## config.mk

```make
export PLATFORM = sky130hd
export DESIGN_NAME = key_matrix_row_debouncer_top
export DESIGN_NICKNAME = d
export VERILOG_FILES = /design/src/rtl/core/kmrd_pkg.sv /design/src/rtl/core/kmrd_cell.sv /design/src/rtl/core/key_matrix_row_debouncer_top.sv
export SDC_FILE = /design/constraint.sdc
export NUM_CORES = 1
export LEC_CHECK = 0
export ABC_AREA = 1
export BUFFER_PORTS_ARGS = -buffer_cell sky130_fd_sc_hd__buf_4
export CAP_MARGIN = 10
export CORE_ASPECT_RATIO = 0.8
export CORE_UTILIZATION = 30
export DETAILED_ROUTE_END_ITERATION = 8
export HOLD_SLACK_MARGIN = 0.06
export SETUP_SLACK_MARGIN = 0.4
export SLEW_MARGIN = 20
export SYNTH_ARGS = -nofsm -noshare
export SYNTH_HDL_FRONTEND = slang
export SYNTH_SLANG_ARGS = --single-unit
```

## constraint.sdc

```tcl
create_clock -name clk_i -period 5.3 [get_ports clk_i]
set_input_delay 0 -clock clk_i [delete_from_list [all_inputs] [get_ports clk_i]]
set_output_delay 0 -clock clk_i [all_outputs]
set_load 0.005 [all_outputs]
```

## src/rtl/core/kmrd_pkg.sv

```systemverilog
package kmrd_pkg;

  localparam int unsigned TYPE_W = 2;
  localparam int unsigned ROW_W  = 3;
  localparam int unsigned BITS_W = 18;
  localparam int unsigned TIME_W = 16;
  localparam int unsigned DEB_W  = 8;

  localparam logic [DEB_W-1:0] DEBOUNCE_RESET = 8'd5;

  typedef enum logic [TYPE_W-1:0] {
    REQ_SAMPLE = 2'd0,
    REQ_SCAN   = 2'd1,
    REQ_QUERY  = 2'd2,
    REQ_NONE   = 2'd3
  } req_e;

  localparam logic KIND_COMMIT = 1'b0;
  localparam logic KIND_QUERY  = 1'b1;

  typedef struct packed {
    logic sample_en;
    logic commit;
    logic shift;
  } cell_ctl_t;

  typedef struct packed {
    logic token;
    logic ready;
    logic any_ready;
  } cell_stat_t;

endpackage

```

## src/rtl/core/kmrd_cell.sv

```systemverilog
module kmrd_cell #(
  parameter int unsigned COL_W = 18
) (
  input  logic                          clk_i,
  input  logic                          rst_ni,
  input  kmrd_pkg::cell_ctl_t           ctl_i,
  input  logic                          tok_i,
  input  logic                          any_after_i,
  input  logic [COL_W-1:0]              cols_i,
  input  logic [kmrd_pkg::TIME_W-1:0]   now_i,
  input  logic [kmrd_pkg::DEB_W-1:0]    deb_i,
  output kmrd_pkg::cell_stat_t          stat_o,
  output logic [COL_W-1:0]              stable_o,
  output logic [COL_W-1:0]              pending_o
);

  logic [COL_W-1:0]            stable_q, stable_d;
  logic [COL_W-1:0]            pending_q, pending_d;
  logic [kmrd_pkg::TIME_W-1:0] stamp_q, stamp_d;
  logic                        bouncing_q, bouncing_d;
  logic                        token_q, token_d;
  logic [kmrd_pkg::TIME_W-1:0] elapsed;
  logic                        ready;

  assign elapsed = now_i - stamp_q;
  assign ready   = bouncing_q && (elapsed > kmrd_pkg::TIME_W'(deb_i));

  always_comb begin
    stable_d   = stable_q;
    pending_d  = pending_q;
    stamp_d    = stamp_q;
    bouncing_d = bouncing_q;
    token_d    = ctl_i.shift ? tok_i : token_q;
    if (ctl_i.sample_en && (pending_q != cols_i)) begin
      pending_d  = cols_i;
      stamp_d    = now_i;
      bouncing_d = 1'b1;
    end
    if (ctl_i.commit) begin
      stable_d   = pending_q;
      bouncing_d = 1'b0;
    end
  end

  always_ff @(posedge clk_i or negedge rst_ni) begin
    if (!rst_ni) begin
      stable_q   <= '0;
      pending_q  <= '0;
      stamp_q    <= '0;
      bouncing_q <= 1'b0;
      token_q    <= 1'b0;
    end else begin
      stable_q   <= stable_d;
      pending_q  <= pending_d;
      stamp_q    <= stamp_d;
      bouncing_q <= bouncing_d;
      token_q    <= token_d;
    end
  end

  assign stat_o.token     = token_q;
  assign stat_o.ready     = ready;
  assign stat_o.any_ready = ready | any_after_i;
  assign stable_o         = stable_q;
  assign pending_o        = pending_q;

endmodule

```

## src/rtl/core/key_matrix_row_debouncer_top.sv

```systemverilog
// Per-row key matrix debouncer.
// Input channel (in_valid_i / in_stall_o) takes one request at a time:
//   row sample  - updates the row's pending value and stamp when the value changes, no result;
//   end of scan - a token walks the row cells in order, one cell per cycle
//                 unless an output stall holds it; each settled row commits,
//                 sends one result, the last of the pass with last_o set;
//   query       - one result: stable row ORed with other_half_bits_i.
// Output channel (out_valid_o / out_stall_i) is a single output register.
// A sample or query is taken into the request registers and then acted on;
// a query also waits for a free output register. An end of scan passes the
// token through every row cell. The next request is taken only once the
// current one finishes, so requests do not overlap.
// A stall on the output holds the token at a settling row until the output
// register frees; rows that do not commit are passed without waiting.
// Reset clears all rows, the token and the output; the debounce setting
// returns to 5 ms. Write cfg_we_i / cfg_wdata_i only while idle.
module key_matrix_row_debouncer_top #(
  parameter int unsigned ROWS    = 6,
  parameter int unsigned COLUMNS = 18
) (
  input  logic                          clk_i,
  input  logic                          rst_ni,
  input  logic                          cfg_we_i,
  input  logic [kmrd_pkg::DEB_W-1:0]    cfg_wdata_i,
  input  logic                          in_valid_i,
  output logic                          in_stall_o,
  input  logic [kmrd_pkg::TYPE_W-1:0]   req_type_i,
  input  logic [kmrd_pkg::ROW_W-1:0]    row_index_i,
  input  logic [kmrd_pkg::BITS_W-1:0]   column_bits_i,
  input  logic [kmrd_pkg::TIME_W-1:0]   now_ms_i,
  input  logic [kmrd_pkg::BITS_W-1:0]   other_half_bits_i,
  output logic                          out_valid_o,
  input  logic                          out_stall_i,
  output logic                          result_kind_o,
  output logic [kmrd_pkg::ROW_W-1:0]    out_row_o,
  output logic [kmrd_pkg::BITS_W-1:0]   out_bits_o,
  output logic                          last_o
);

  localparam int unsigned ColW = (COLUMNS < kmrd_pkg::BITS_W) ? COLUMNS : kmrd_pkg::BITS_W;

  logic [kmrd_pkg::DEB_W-1:0]  debounce_q;
  logic                        busy_q, busy_d;
  kmrd_pkg::req_e              type_q;
  logic [kmrd_pkg::ROW_W-1:0]  row_q;
  logic [ColW-1:0]             cols_q;
  logic [kmrd_pkg::TIME_W-1:0] now_q;
  logic [kmrd_pkg::BITS_W-1:0] other_q;

  logic                        out_valid_q, out_valid_d;
  logic                        kind_q;
  logic [kmrd_pkg::ROW_W-1:0]  orow_q;
  logic [kmrd_pkg::BITS_W-1:0] obits_q;
  logic                        last_q;

  kmrd_pkg::cell_ctl_t  ctl   [ROWS];
  kmrd_pkg::cell_stat_t stat  [ROWS];
  logic [ColW-1:0]      stable_w  [ROWS];
  logic [ColW-1:0]      pending_w [ROWS];
  logic [ROWS:0]        tok_chain;
  logic [ROWS:0]        any_chain;
  logic [ROWS-1:0]      token_v, commit_v;

  logic                        in_fire, slot_free, shift, holder_move, out_load;
  logic                        hold_ready, hold_last;
  logic [kmrd_pkg::ROW_W-1:0]  hold_row;
  logic [ColW-1:0]             hold_bits, query_stable;
  logic                        load_kind, load_last;
  logic [kmrd_pkg::ROW_W-1:0]  load_row;
  logic [kmrd_pkg::BITS_W-1:0] load_bits;

  assign in_stall_o = busy_q;
  assign in_fire    = in_valid_i && !in_stall_o;
  assign slot_free  = !out_valid_q || !out_stall_i;

  assign tok_chain[0]    = in_fire && (kmrd_pkg::req_e'(req_type_i) == kmrd_pkg::REQ_SCAN);
  assign any_chain[ROWS] = 1'b0;

  always_comb begin
    hold_ready   = 1'b0;
    hold_last    = 1'b0;
    hold_row     = '0;
    hold_bits    = '0;
    query_stable = '0;
    for (int k = 0; k < ROWS; k++) begin
      if (token_v[k]) begin
        hold_ready = stat[k].ready;
        hold_last  = !any_chain[k+1];
        hold_row   = kmrd_pkg::ROW_W'(k);
        hold_bits  = pending_w[k];
      end
      if (32'(row_q) == k) begin
        query_stable = stable_w[k];
      end
    end
  end

  assign holder_move = busy_q && (type_q == kmrd_pkg::REQ_SCAN) && (|token_v)
                       && (!hold_ready || slot_free);
  assign shift       = in_fire || holder_move;

  for (genvar k = 0; k < ROWS; k++) begin : g_cell
    assign token_v[k]      = stat[k].token;
    assign commit_v[k]     = token_v[k] && stat[k].ready && holder_move;
    assign ctl[k].sample_en = busy_q && (type_q == kmrd_pkg::REQ_SAMPLE) && (32'(row_q) == k);
    assign ctl[k].commit    = commit_v[k];
    assign ctl[k].shift     = shift;
    assign tok_chain[k+1]   = stat[k].token;
    assign any_chain[k]     = stat[k].any_ready;

    kmrd_cell #(
      .COL_W (ColW)
    ) u_cell (
      .clk_i       (clk_i),
      .rst_ni      (rst_ni),
      .ctl_i       (ctl[k]),
      .tok_i       (tok_chain[k]),
      .any_after_i (any_chain[k+1]),
      .cols_i      (cols_q),
      .now_i       (now_q),
      .deb_i       (debounce_q),
      .stat_o      (stat[k]),
      .stable_o    (stable_w[k]),
      .pending_o   (pending_w[k])
    );
  end

  always_comb begin
    busy_d    = busy_q;
    out_load  = 1'b0;
    load_kind = kmrd_pkg::KIND_COMMIT;
    load_row  = hold_row;
    load_bits = kmrd_pkg::BITS_W'(hold_bits);
    load_last = hold_last;
    if (in_fire) begin
      busy_d = 1'b1;
    end else if (busy_q) begin
      unique case (type_q)
        kmrd_pkg::REQ_SAMPLE: busy_d = 1'b0;
        kmrd_pkg::REQ_NONE:   busy_d = 1'b0;
        kmrd_pkg::REQ_QUERY: begin
          if (slot_free) begin
            busy_d    = 1'b0;
            out_load  = 1'b1;
            load_kind = kmrd_pkg::KIND_QUERY;
            load_row  = row_q;
            load_bits = kmrd_pkg::BITS_W'(query_stable) | other_q;
            load_last = 1'b1;
          end
        end
        kmrd_pkg::REQ_SCAN: begin
          out_load = holder_move && hold_ready;
          if (holder_move && token_v[ROWS-1]) begin
            busy_d = 1'b0;
          end
        end
        default: busy_d = 1'b0;
      endcase
    end
  end

  always_comb begin
    out_valid_d = out_valid_q && out_stall_i;
    if (out_load) begin
      out_valid_d = 1'b1;
    end
  end

  always_ff @(posedge clk_i or negedge rst_ni) begin
    if (!rst_ni) begin
      debounce_q  <= kmrd_pkg::DEBOUNCE_RESET;
      busy_q      <= 1'b0;
      out_valid_q <= 1'b0;
    end else begin
      if (cfg_we_i) begin
        debounce_q <= cfg_wdata_i;
      end
      busy_q      <= busy_d;
      out_valid_q <= out_valid_d;
    end
  end

  always_ff @(posedge clk_i) begin
    if (in_fire) begin
      type_q  <= kmrd_pkg::req_e'(req_type_i);
      row_q   <= row_index_i;
      cols_q  <= column_bits_i[ColW-1:0];
      now_q   <= now_ms_i;
      other_q <= other_half_bits_i;
    end
    if (out_load) begin
      kind_q  <= load_kind;
      orow_q  <= load_row;
      obits_q <= load_bits;
      last_q  <= load_last;
    end
  end

  assign out_valid_o   = out_valid_q;
  assign result_kind_o = kind_q;
  assign out_row_o     = orow_q;
  assign out_bits_o    = obits_q;
  assign last_o        = last_q;

`ifndef SYNTHESIS
  a_token_onehot: assert property (@(posedge clk_i) disable iff (!rst_ni)
    $onehot0(token_v))
    else $error("more than one row cell holds the scan token");

  a_token_in_scan: assert property (@(posedge clk_i) disable iff (!rst_ni)
    (|token_v) |-> (busy_q && (type_q == kmrd_pkg::REQ_SCAN)))
    else $error("scan token present outside an end-of-scan request");

  a_one_commit: assert property (@(posedge clk_i) disable iff (!rst_ni)
    $onehot0(commit_v))
    else $error("more than one row committed in a cycle");

  a_no_overwrite: assert property (@(posedge clk_i) disable iff (!rst_ni)
    out_load |-> !(out_valid_q && out_stall_i))
    else $error("output register overwritten while stalled");
`endif

endmodule

```

==> results of run 1 <==
[synth_stat cells, drive strengths merged (2+ instances only)]
cell type / number
o22ai: 46
edfxtp: 80
o21a: 4
a2111oi: 4
xor2: 57
o211ai: 9
buf: 17
a21o: 11
o21bai: 4
a221oi: 15
and2: 2
ha: 141
nand4: 44
or2: 11
fa: 6
o2111ai: 14
nor4: 15
nand3b: 10
o221ai: 10
nand2: 812
dfrtp: 332
inv: 450
clkinv: 6
nor3: 19
xnor2: 30
o21ai: 414
dfstp: 2
o41ai: 3
a21boi: 4
a21oi: 125
clkbuf: 98
nor2: 154
nand3: 155
[final cells by class]
cell class	instances	area, sq um	area share
inverters	456	1720	0.0588
clock buffers	63	1360	0.0464
well taps	1092	1370	0.0467
repair buffers	229	1990	0.0682
clock inverters	25	403	0.0138
multi-input cells	2125	11600	0.398
flip-flops and latches	414	10800	0.368
[per-stage QoR]
stage | hold WS (ps) | cell area (sq um) | util | worst slack, ps | total power, mW
5_1_grt | 109 | 29200 | 0.362 | 390 | 12.6
3_3_place_gp | 5.02 | 26500 | 0.328 | 717 | 7.98
6_report | 111 | 29200 | 0.362 | 807 | 11.8
2_1_floorplan | -296 | 24600 | - | 750 | 6.76
3_5_place_dp | 1.21 | 26500 | 0.328 | 634 | 8.01
4_1_cts | 84.5 | 29100 | 0.361 | 625 | 11.8
[placed cells by master, fill, tap and decap left out, types with 8 or more instances in the layout]
cell type,n
nand2_2,12
o221ai_1,10
dfrtp_1,332
inv_1,447
nand3b_1,10
o21ai_1,11
nor3_1,17
edfxtp_1,80
ha_1,141
nand2_1,795
nor4_1,15
o211ai_1,8
xor2_1,57
nor2_1,151
nand3_1,153
a221oi_1,15
clkinv_2,9
dlygate4sd3_1,84
a21o_1,11
nand4_1,42
o21ai_2,38
clkbuf_8,10
o2111ai_1,14
clkbuf_16,48
or2_2,11
a21oi_1,125
xnor2_1,30
o21ai_0,365
o22ai_1,46
buf_4,140
bufinv_16,9
[critical path: stages (launching register included)]
cell	delay [ps]
edfxtp_1	350
inv_1	210
ha_1	240
inv_1	90
fa_1	520
nand3_1	110
nand2_1	90
xnor2_1	170
inv_1	60
ha_1	270
nand2_1	50
nor2_1	130
nand3_1	80
nor2_1	80
o21ai_0	90
a21oi_1	200
nand4_1	140
o21ai_2	260
nand2_1	80
nand3_1	100
nand2_2	100
nand3_4	100
nand2_4	70
inv_6	160
buf_4	180
nand2_8	200
nand2_1	160
o21ai_2	60
[worst max-delay path by stage]
| stage | start | to | slack [ps] | depth (start not counted) |
|---|---|---|---|---|
| floorplan | now_q[1]$_DFFE_PP_ | last_o$_DFFE_PP_ | 750 | 27 |
| global placement | now_q[1]$_DFFE_PP_ | g_cell[3].u_cell.stable_o[12]$_DFFE_PN0P_ | 720 | 29 |
| detailed placement | now_q[4]$_DFFE_PP_ | g_cell[3].u_cell.stable_o[1]$_DFFE_PN0P_ | 630 | 24 |
| CTS | now_q[4]$_DFFE_PP_ | g_cell[3].u_cell.stable_o[0]$_DFFE_PN0P_ | 620 | 23 |
| global route | now_q[0]$_DFFE_PP_ | g_cell[1].u_cell.stable_o[17]$_DFFE_PN0P_ | 390 | 27 |
| finish | now_q[0]$_DFFE_PP_ | g_cell[1].u_cell.stable_o[7]$_DFFE_PN0P_ | 810 | 27 |
[power by group]
part	internal, mW	switching [mW]	total, mW
clock network	2.25	1.44	3.69
logic	1.41	2.52	3.92
registers	3.75	0.435	4.19
[sequential cells by signal, summed over array words and instances (netlist names), 2 cells and up]
| name | cells |
|---|---|
| now_q | 16 |
| g_cell.u_cell.pending_o | 108 |
| type_q | 2 |
| debounce_q | 8 |
| other_q | 18 |
| g_cell.u_cell.stamp_q | 96 |
| g_cell.u_cell.token_q | 6 |
| g_cell.u_cell.stable_o | 108 |
| row_q | 3 |
| cols_q | 18 |
| out_bits_o | 18 |
| out_row_o | 3 |
| g_cell.u_cell.bouncing_q | 6 |
[cells by family (layout without fill, tap and decap cells)]
| kind of cell | count (synthesis) | in the layout | synth area share |
|---|---|---|---|
| DFF | 414 | 414 | 0.438 |
| muxes | 1 | 1 | 0.000458 |
| adders and majority gates | 147 | 147 | 0.0767 |
| buffers and inverters | 571 | 773 | 0.0905 |
| AOI/OAI and AO/OA | 667 | 667 | 0.155 |
| xor gates and xnor gates | 87 | 87 | 0.0310 |
| and+or+nand+nor | 1223 | 1223 | 0.208 |
[repair_timing]
action | in CTS | in global routing
hold buffers | 85 | 0
gates resized for setup | 0 | 6
buffers inserted | 0 | 11
hold endpoints to repair | 280 | 0
endpoints found under the setup margin | 0 | 95
[routing by layer]
layer,vias up,global-route usage,share of wire
li1,10600,-,-
met1,10400,0.301,0.48
met2,821,0.276,0.40
met3,112,0.0392,0.087
met4,2,0.0536,0.025
met5,-,0,0.00020
==> impl_metrics.ini, run 1 <==
[status]
status = completed

[layout]
syn_to_final_growth_pct = 19.0
fill_cells = 8433
n_antenna_cell = 0
nNetsFinal = 3490
drive_above_1_share = 0.0936
final_cells = 4404

[global_routing]
antenna_found_initial = 2
grt_first_pass_wirelength_um = 126000
grt_pass1_vias = 20600
grt_overflow = 0
grt_max_degree = 148
track_usage = 0.196

[synth]
synth_top_cell_area_share = 0.338
netlist_area_sq_um = 24600
seq_area_frac_synth = 0.438
synth_cell_types = 55
async_reset_ff_frac = 0.807
syn_inst = 3110
syn_nets = 3327
yosys.area.top_type = dfrtp_1
yosys_warnings = 0
synth_seq_cells = 414
synth-edff-count = 80
synth.avg_cell_area_sq_um = 7.90
ys_top_cells_by_area = dfrtp_1 34%, nand2_1 12%, edfxtp_1 9.8%
synth_ff_type = dfrtp_1

[cts]
cts_tree = built
clockBufferDepth = 3
clk_pin_slew_ps = 80
insertion_delay_ps = 610
root_buffer = clkbuf_16
htreeDepth = 2
numCtsBuffers = 47
cts.sinks = 414

[placement]
hpwl_um = 60500
dp.cells = 4220
portBuffers = 94
place.gp.congestion = 0.928

[floorplan]
die_y_um = 258
die-area_sq_um = 83000
coreArea_sq_um = 80800
chipWidth_um = 322
io_pins = 95
rows = 93
start_util = 0.304

[routing]
drc_errors = 0
drt-pass1-iter-count = 6
routedWlPerCell_um = 18.6
drt_iter0_drc = 2174
vias_per_cell = 4.98
num_vias = 21900
drt-total-wl_um = 81800
ant_nets = 0

[sta]
fin_skew_ps = 30.2
hold_viol_final = 0
fin_tns_setup_ps = 0
finalCritPeriodShare = 0.848
slew-limit-headroom = 0.314
fmax_ghz = 0.223
drv_slew = 0
finalSetupViolCount = 0
rsz0062_at_grt = no
tightest_slew_ps = 1030
fin_crit_ps = 4490

[min_path]
hold_depth = 2
whs_endpoint = now_q[11]$_DFFE_PP_
hold_path.class = input pin to flop
hp-start = now_ms_i[11]

[critical_path]
start_kind = flop
crit_type = flop to flop
crit_fanout = 37
cp_data_required_time_ps = 5770
cp.arrival_ps = 4970
r2r_end = g_cell[1].u_cell.stable_o[7]$_DFFE_PN0P_
regToRegStartpoint = now_q[0]$_DFFE_PP_
r2r_cells = 27
regToRegSetupSlack_ps = 810
end_kind = flop

[power]
p_leak_nw = 13.7
power_density_nw_per_um2 = 404
vdd_ir_drop_max_mv = 0.229

[run]
drv_cap = 0
No activity file was read; power rests on OpenSTA's default activity.
==> inputs of run 2 (changes only) <==
==> constraint.sdc (replaced) <==
create_clock -name clk_i -period 4.4 [get_ports clk_i]
set_input_delay 0 -clock clk_i [delete_from_list [all_inputs] [get_ports clk_i]]
set_output_delay 0 -clock clk_i [all_outputs]
set_load 0.005 [all_outputs]
==> run 2 against run 1 <==
Global-route usage is 0.72 points higher. Core utilization is 3.8 points higher. Worst setup slack worse by 600 ps. Largest power group is now combinational cells.
==> impl_metrics.ini, run 2 (synthesis results as in run 1) <==
[layout]
fin_util = 0.400
final_cells = 4557
fin_area_sq_um = 32300
syn_to_final_growth_pct = 31.6
mostFrequentLayoutCells = 659 x nand2_1, 442 x inv_1, 332 x dfrtp_1
layout_commonest_cell = nand2_1
drive_above_1_share = 0.204
nNetsFinal = 3641

[global_routing]
grt_overflow = 0
grt_pass1_vias = 21400
antenna_found_initial = 0
grt_first_pass_wirelength_um = 130000
grt_max_degree = 104
track_usage = 0.204

[sta]
fin_ws_ps = 211
hold_viol_final = 0
fin_skew_ps = 51.9
fin_hold_ws_ps = 40.9
fin_crit_ps = 4190
slew-limit-headroom = 0.318
finalSetupViolCount = 0
finalCritPeriodShare = 0.952
rsz0062_at_grt = yes
fmax_ghz = 0.239
drv_slew = 0
tightest_slew_ps = 1010

[min_path]
hold_path.class = input pin to asynchronous set/reset pin

[power]
vdd_ir_drop_max_mv = 0.303
power_density_nw_per_um2 = 457
p_leak_nw = 14.6

[critical_path]
crit_type = flop to flop
critPathLaunch = now_q[4]$_DFFE_PP_
regToRegSetupSlack_ps = 210
crit_fanout = 5
r2r_end = g_cell[1].u_cell.stable_o[2]$_DFFE_PN0P_
crit_end = g_cell[1].u_cell.stable_o[2]$_DFFE_PN0P_
start_kind = flop
critPathTopFamily = simple AND/OR/NAND/NOR gates
cp.arrival_ps = 4690
cp.depth = 30
cp_slowest_cell = edfxtp_1
end_kind = flop
regToRegStartpoint = now_q[4]$_DFFE_PP_
slowest_delay_ps = 400
r2r_cells = 30
cp_data_required_time_ps = 4900
path_buf_inv = 6

[routing]
drt_iter0_drc = 2164
drc_errors = 0
routedWlPerCell_um = 19.1
vias_per_cell = 5.01
ant_nets = 0
num_vias = 22800
drt-pass1-iter-count = 5
drt-total-wl_um = 86900

[placement]
dp_worst_setup_slack_ps = -163
dp.cells = 4285
portBuffers = 94
post_dp_cell_area_sq_um = 27100
place.gp.congestion = 0.904
hpwl_um = 60300

[cts]
cts.sinks = 414
root_buffer = clkbuf_16
clockBufferDepth = 3
cts_tree = built
clk_pin_slew_ps = 60
insertion_delay_ps = 640
htreeDepth = 2
numCtsBuffers = 49

[run]
drv_cap = 0

[floorplan]
chipWidth_um = 322
coreArea_sq_um = 80800
rows = 93
die_y_um = 258
io_pins = 95
die-area_sq_um = 83000
start_util = 0.304

[status]
status = completed
## run 2: cell types whose count changed in the layout (fill, tap and decap cells not counted), sizes merged
cell	change
clkinv	-2
clkbuf	+17
diode	+1
dlygate4sd3	+4
bufinv	-7
nand2	+13
buf	+127
## run 2: timing repair
item / 4_1_cts / 5_1_grt
endpoints found under the hold margin: 181 / 0
pin swaps: 38 / 76
resized for setup: 124 / 339
hold buffers: 88 / 0
cloned: 12 / 14
setup buffers: 46 / 20
endpoints found under the setup margin: 146 / 145
## run 2: worst reg2reg max path, delay by kind of cell, from the launching register on
kind / cells / cell delay, ps
flip-flops: 1 / 400
buffers and inverters: 6 / 810
XOR/XNOR: 1 / 210
AND/OR/NAND/NOR: 13 / 1140
adder cells (fa/ha/maj): 2 / 580
AO/OA/AOI/OAI: 8 / 950
## run 2: final cells by class
type,instances,area (sq um)
Timing Repair Buffer,365,3560
Fill cell,8152,48400
Antenna cell,1,2.50
Clock inverter,16,216
Multi-Input combinational cell,2138,13300
Tap cell,1092,1370
Clock buffer,75,1420
Sequential cell,414,10800
Inverter,456,1720
## run 2: how the worst min path moves through the flow
stage | from | endpoint | slack [ps] | cells past startpoint
after floorplan | rst_ni | debounce_q[1]$_DFFE_PN0P_ | -300 | 0
after global placement | rst_ni | g_cell[3].u_cell.stamp_q[5]$_DFFE_PN0P_ | 140 | 1
after detailed placement | rst_ni | g_cell[3].u_cell.stamp_q[5]$_DFFE_PN0P_ | 140 | 1
after CTS | rst_ni | g_cell[0].u_cell.stable_o[17]$_DFFE_PN0P_ | 60 | 2
after global routing | other_half_bits_i[10] | other_q[10]$_DFFE_PP_ | 80 | 2
final | rst_ni | g_cell[3].u_cell.stamp_q[5]$_DFFE_PN0P_ | 40 | 2
## run 2: routing by layer
layer,share of wire,global-route usage,up-vias,wire [um]
li1,-,-,10900,-
met1,0.47,0.307,10900,40800
met2,0.41,0.290,891,35600
met3,0.095,0.0427,137,8220
met4,0.026,0.0556,0,2220
met5,0,0,-,0
## run 2: power by group
part / internal (mW) / switching (mW)
sequential: 4.52 / 0.569
clock: 2.36 / 1.75
combinational: 2.24 / 3.34
total: 9.12 / 5.66
## run 2: metrics by stage
stage | setup TNS, ps | total power, mW
finish | 0 | 14.8
global route | -50.7 | 15.7
CTS | 0 | 14.4
detailed placement | -9300 | 9.79
global placement | -3730 | 9.74
floorplan | 0 | 8.15
